$ cat config.mk
export PLATFORM = sky130hd
export DESIGN_NAME = psr_term
export DESIGN_NICKNAME = d
export VERILOG_FILES = /design/src/hdl/psr_pkg.sv /design/src/hdl/psr_term.sv
export SDC_FILE = /design/constraint.sdc
export NUM_CORES = 2
export LEC_CHECK = 0
export BUFFER_PORTS_ARGS = -buffer_cell sky130_fd_sc_hd__buf_2
export CAP_MARGIN = 20
export CORE_MARGIN = 3
export CORE_UTILIZATION = 55
export DETAILED_ROUTE_END_ITERATION = 8
export PLACE_DENSITY = 0.73
export REMOVE_ABC_BUFFERS = 1
export SLEW_MARGIN = 20
export SYNTH_ARGS = -nofsm -noshare
export SYNTH_HDL_FRONTEND = slang
export SYNTH_SLANG_ARGS = --single-unit
$ cat constraint.sdc
create_clock -name clk -period 8.8 [get_ports clk]
set_input_delay 1.32 -clock clk [delete_from_list [all_inputs] [get_ports clk]]
set_output_delay 1.32 -clock clk [all_outputs]
set_load 0.005 [all_outputs]
$ cat src/hdl/psr_pkg.sv
`timescale 1ns / 1ps
package psr_pkg;

  // Request and result payloads
  typedef struct packed {
    logic [15:0] wavelength_um;
    logic [17:0] temperature_k;
  } psr_in_t;

  typedef enum logic [1:0] {
    ST_OK      = 2'd0,
    ST_SAT     = 2'd1,
    ST_INVALID = 2'd2
  } psr_status_t;

  typedef struct packed {
    logic [31:0] radiance;
    psr_status_t status;
  } psr_out_t;

  // First divider: x = (C2 in Q16.16 << 30) / (w * t), 38 quotient bits kept
  localparam int X_NUM_W = 60;
  localparam int X_W     = 38;
  localparam int WT_W    = 34;
  localparam logic [X_NUM_W-1:0] C2_NUM = X_NUM_W'(64'd942925414 << 30);
  // w * t at or below this gives x of 64 or more
  localparam logic [WT_W-1:0] TINY_LIM = WT_W'(64'd3683302);

  localparam logic [32:0] LOG2E_Q32 = 33'd6196328019;
  localparam logic [31:0] LN2_Q32   = 32'd2977044472;

  // Second divider: q0 = (C1/pi in Q32 << 17) / Q
  localparam int Q0_NUM_W = 63;
  localparam int Q0_W     = 33;
  localparam int QN_W     = 31;
  localparam logic [Q0_NUM_W-1:0] C1PI_NUM = Q0_NUM_W'(64'd51155728444820 << 17);

  localparam int EM1_TERMS = 24;
  localparam logic signed [8:0] SH_BIAS = 9'sd79;

  // Context carried through the exp series stages
  typedef struct packed {
    logic [31:0] z;
    logic [31:0] term;
    logic [32:0] sum;
    logic [6:0]  n;
    logic        big;
    logic [30:0] p;
    logic [6:0]  ep;
    logic        inv;
    logic        tiny;
  } psr_ctx_t;

  typedef struct packed {
    logic        inv;
    logic        tiny;
    logic [30:0] p;
    logic [6:0]  ep;
  } psr_side1_t;

  typedef struct packed {
    logic        inv;
    logic        tiny;
    logic [6:0]  eq;
    logic [6:0]  n;
  } psr_side2_t;

  typedef struct packed {
    logic [30:0] p;
    logic        inc;
  } psr_nm_t;

  // Index of the top set bit
  function automatic logic [5:0] msb_idx(input logic [32:0] v);
    logic [5:0] idx;
    idx = '0;
    for (int i = 0; i < 33; i++) begin
      if (v[i]) idx = 6'(i);
    end
    return idx;
  endfunction

  // Product of two normalized mantissas, renormalized by one shift
  function automatic psr_nm_t norm_mul(input logic [30:0] a, input logic [30:0] b);
    logic [61:0] pr;
    psr_nm_t     r;
    pr = a * b;
    if (pr[61]) begin
      r.p   = pr[61:31];
      r.inc = 1'b1;
    end else begin
      r.p   = pr[60:30];
      r.inc = 1'b0;
    end
    return r;
  endfunction

endpackage

$ cat src/hdl/psr_term.sv
`timescale 1ns / 1ps
module psr_term import psr_pkg::*; #(
  parameter int DV = 2
) (
  input  logic     clk,
  input  logic     rst_n,
  input  logic     en,
  input  logic     in_valid,
  input  psr_ctx_t ctx_i,
  output logic     out_valid,
  output psr_ctx_t ctx_o
);

  localparam int RS  = 36;
  localparam int DVW = $clog2(DV + 1);
  localparam logic [RS-1:0] RECIP = RS'((64'd1 << RS) / DV);

  logic          v1_r, v2_r, v3_r;
  psr_ctx_t      ctx1_r, ctx2_r, ctx3_r;
  psr_ctx_t      ctx1_nxt, ctx3_nxt;
  logic [31:0]   prod1_r, prod2_r, qe2_r;
  logic [63:0]   prod_full;
  logic [RS+31:0] qprod;
  logic [DVW+31:0] back;
  logic [DVW+31:0] rem;

  // Add the current term, multiply it by z
  assign prod_full = ctx_i.term * ctx_i.z;
  always_comb begin
    ctx1_nxt     = ctx_i;
    ctx1_nxt.sum = ctx_i.sum + 33'(ctx_i.term);
  end

  // Estimate the quotient by the reciprocal
  assign qprod = prod1_r * RECIP;

  // Correct the estimate by one
  assign back = qe2_r * DVW'(DV);
  assign rem  = (DVW+32)'(prod2_r) - back;
  always_comb begin
    ctx3_nxt = ctx2_r;
    if (rem >= (DVW+32)'(DV)) begin
      ctx3_nxt.term = qe2_r + 32'd1;
    end else begin
      ctx3_nxt.term = qe2_r;
    end
  end

  always_ff @(posedge clk) begin
    if (!rst_n) begin
      v1_r <= 1'b0;
      v2_r <= 1'b0;
      v3_r <= 1'b0;
    end else if (en) begin
      v1_r <= in_valid;
      v2_r <= v1_r;
      v3_r <= v2_r;
    end
  end

  always_ff @(posedge clk) begin
    if (en) begin
      ctx1_r  <= ctx1_nxt;
      prod1_r <= prod_full[63:32];
      ctx2_r  <= ctx1_r;
      prod2_r <= prod1_r;
      qe2_r   <= qprod[RS+31:RS];
      ctx3_r  <= ctx3_nxt;
    end
  end

  assign out_valid = v3_r;
  assign ctx_o     = ctx3_r;

endmodule
==> reports/metrics.cfg <==
[outcome]
status = finished, final reports clean

[floorplan]
die_h_um = 299
die_area_um2 = 89600
num_rows = 106
core_um2 = 84500
die_x_um = 299
initial_utilization_pct = 56.0
pin_count = 295

[global_route]
grt.total_usage_pct = 26.4
grt_pass1_wl_mm = 182
gr-total-overflow = 0
grt_start_max_net_pins = 153
grt_pass1_vias = 33500
antenna_found_initial = 9

[synthesis]
synth_enable_flop_cells = 432
synth-seq-cells = 435
synth-simple-area-share_pct = 13.5
synthFlopType = edfxtp_1
synth_seq_area_share_pct = 27.5
muxShareOfSynthArea_pct = 0.108
postSynth.asyncResetShare_pct = 0
yosys-top-cells-area = fa_1 38%, edfxtp_1 27%, and2_1 8.2%, ha_1 7.7%, inv_1 7.1%
synth_compound_gate_area_share_pct = 3.47
yosysTopAreaCell = fa_1
synth_warnings = 0
ys_types = 69
synthCells = 4266
synth_top_family_by_area = adder cells
synth_fa_ha_area_share_pct = 45.6
syn_area_um2 = 47300
synth_xor_area_share_pct = 1.11
netlist.area_leader.share_pct = 37.9
avgSynthCellArea_um2 = 11.1

[drt]
routed_wl_mm = 114
wire_per_inst_um = 20.0
drt_iter0_drc = 1877
post-route-drc-count = 0
ant_nets = 0
vias_per_cell = 5.36
drt-pass1-iter-count = 8
num_vias = 30600

[cts]
clkTransAtPathRegs_ps = 60
clock_latency_ps = 630
clkSinkCount = 435
cts_resized = 0
clockBufferDepth = 3
cts_buffers = 47
root_buffer = clkbuf_16
htreeDepth = 2
cts_tree = done
postCtsSetupBuffers = 0
hold_buffers = 0

[placed_design]
place.gp.congestion = 0.886
dp_hpwl_mm = 90.2
io_buffer_count = 293

[worst_setup_path]
cp_max_fo = 26
critPathLaunchType = primary input
endpoint_kind = flop
cpPeakStageDelay_ps = 550
worst_path_most_repeated_cell = fa_1
crit_family = adder cells
worst_path_max_delay_cell = fa_1
worstSetupPathType = primary input to flop
crit_chain = buf_2 -> nand2_1 -> fa_1 -> fa_1 -> fa_1 -> fa_1 -> inv_1 -> fa_1 -> fa_1 -> fa_1 -> inv_1 -> fa_1 -> inv_1 -> ha_1 -> a21o_1 -> a21o_1 -> a221oi_1 -> buf_4 -> nor2b_1 -> nor2_1 -> a31oi_4 -> a21oi_4 -> o21ai_0 -> xor2_1
path_buf_inv = 5
cp.required_ps = 9130
cp.arrival_ps = 8660
rrSetupSlack_ps = 8010

[sta]
fin_skew_ps = 44.5
layout_min_cycle_time_ps = 8330
slew_violations = 0
tightest_slew_ps = 887
setup_viol = 0
fmax_mhz = 120
rsz0062_at_grt = false
max_slew_margin_pct = 40.9
fin_setup_tns_ps = 0
hold_viol_final = 0
fin_crit_sh_pct = 94.7

[flow_run]
drv_cap = 0

[cells_and_area]
final_cell_mix = 896 x fa_1, 890 x inv_1, 617 x and2_1
area.growth.synth_to_final_pct = 10.5
nNetsFinal = 5878
drive_above_1_share_pct = 11.3
final_common_cell = fa_1
final_core_util_pct = 61.9

[hold_path]
min_path_type = flop to flop

## sequential cells by signal (all words and copies together) (netlist names)
register and flops:
v1_r 1, out_valid 1, prod1_r 31, prod2_r 31, ctx1_r 113, ctx_o 144, ctx2_r 113, v2_r 1
## area by class of cell
class                           count  area [um2]
Tap cell                         1134        1420
Clock buffer                       49        1180
Antenna cell                        2        5.00
Fill cell                        6749       32200
Timing Repair Buffer              430        2590
Clock inverter                     36         523
Inverter                          890        3340
Multi-Input combinational cell   2737       30200
Sequential cell                   435       13000
## worst paths after layout
check              from           to  depth (start not counted)
max          ctx_i[121]  prod1_r[22]                         24
min          ctx1_r[75]   ctx2_r[75]                          0
max reg2reg  prod2_r[2]    ctx_o[82]                          0
min reg2reg  ctx1_r[75]   ctx2_r[75]                          0
## kinds of logic after synthesis
logic type	count (synthesis)
compound gates	247
other cells	1
simple gates	1236
fa+ha+maj	1188
mux	5
xor+xnor	60
buf+inv	1094
flops	435
## routing by layer
layer,up-vias,wire length (um),GRT usage (%)
li1,13500,-,-
met1,15600,42700,32.3
met2,1147,58500,46.4
met3,322,7310,4.11
met4,6,5730,11.6
met5,-,29,0
## stage by stage
stage	cell area [um2]	instances	hold WS [ps]	worst slack [ps]
floorplan	46600	4062	400	998
global placement	50600	5626	400	-41.5
detailed placement	50600	5626	405	-78.9
CTS	52300	5711	386	524
global route	52300	5711	401	205
finish	52300	5713	380	468
## cell usage after synthesis, drive strengths merged (4+ instances only)
cell	instances
a21boi	5
nor2b	18
o31ai	4
xnor2	36
and3	10
a21oi	89
nor2	60
nand3	11
fa	896
mux2i	4
and2	617
nor3	13
a31oi	6
a2111oi	5
ha	292
or3	5
o211ai	7
o21ai	49
o21bai	10
a211oi	10
o21a	9
clkbuf	203
nand4	18
a21o	25
edfxtp	432
inv	890
nand2	472
xor2	24
Power is left out: the tool's default activity adds up to more than one toggle a clock period on the data nets, which glitch-free logic cannot reach.
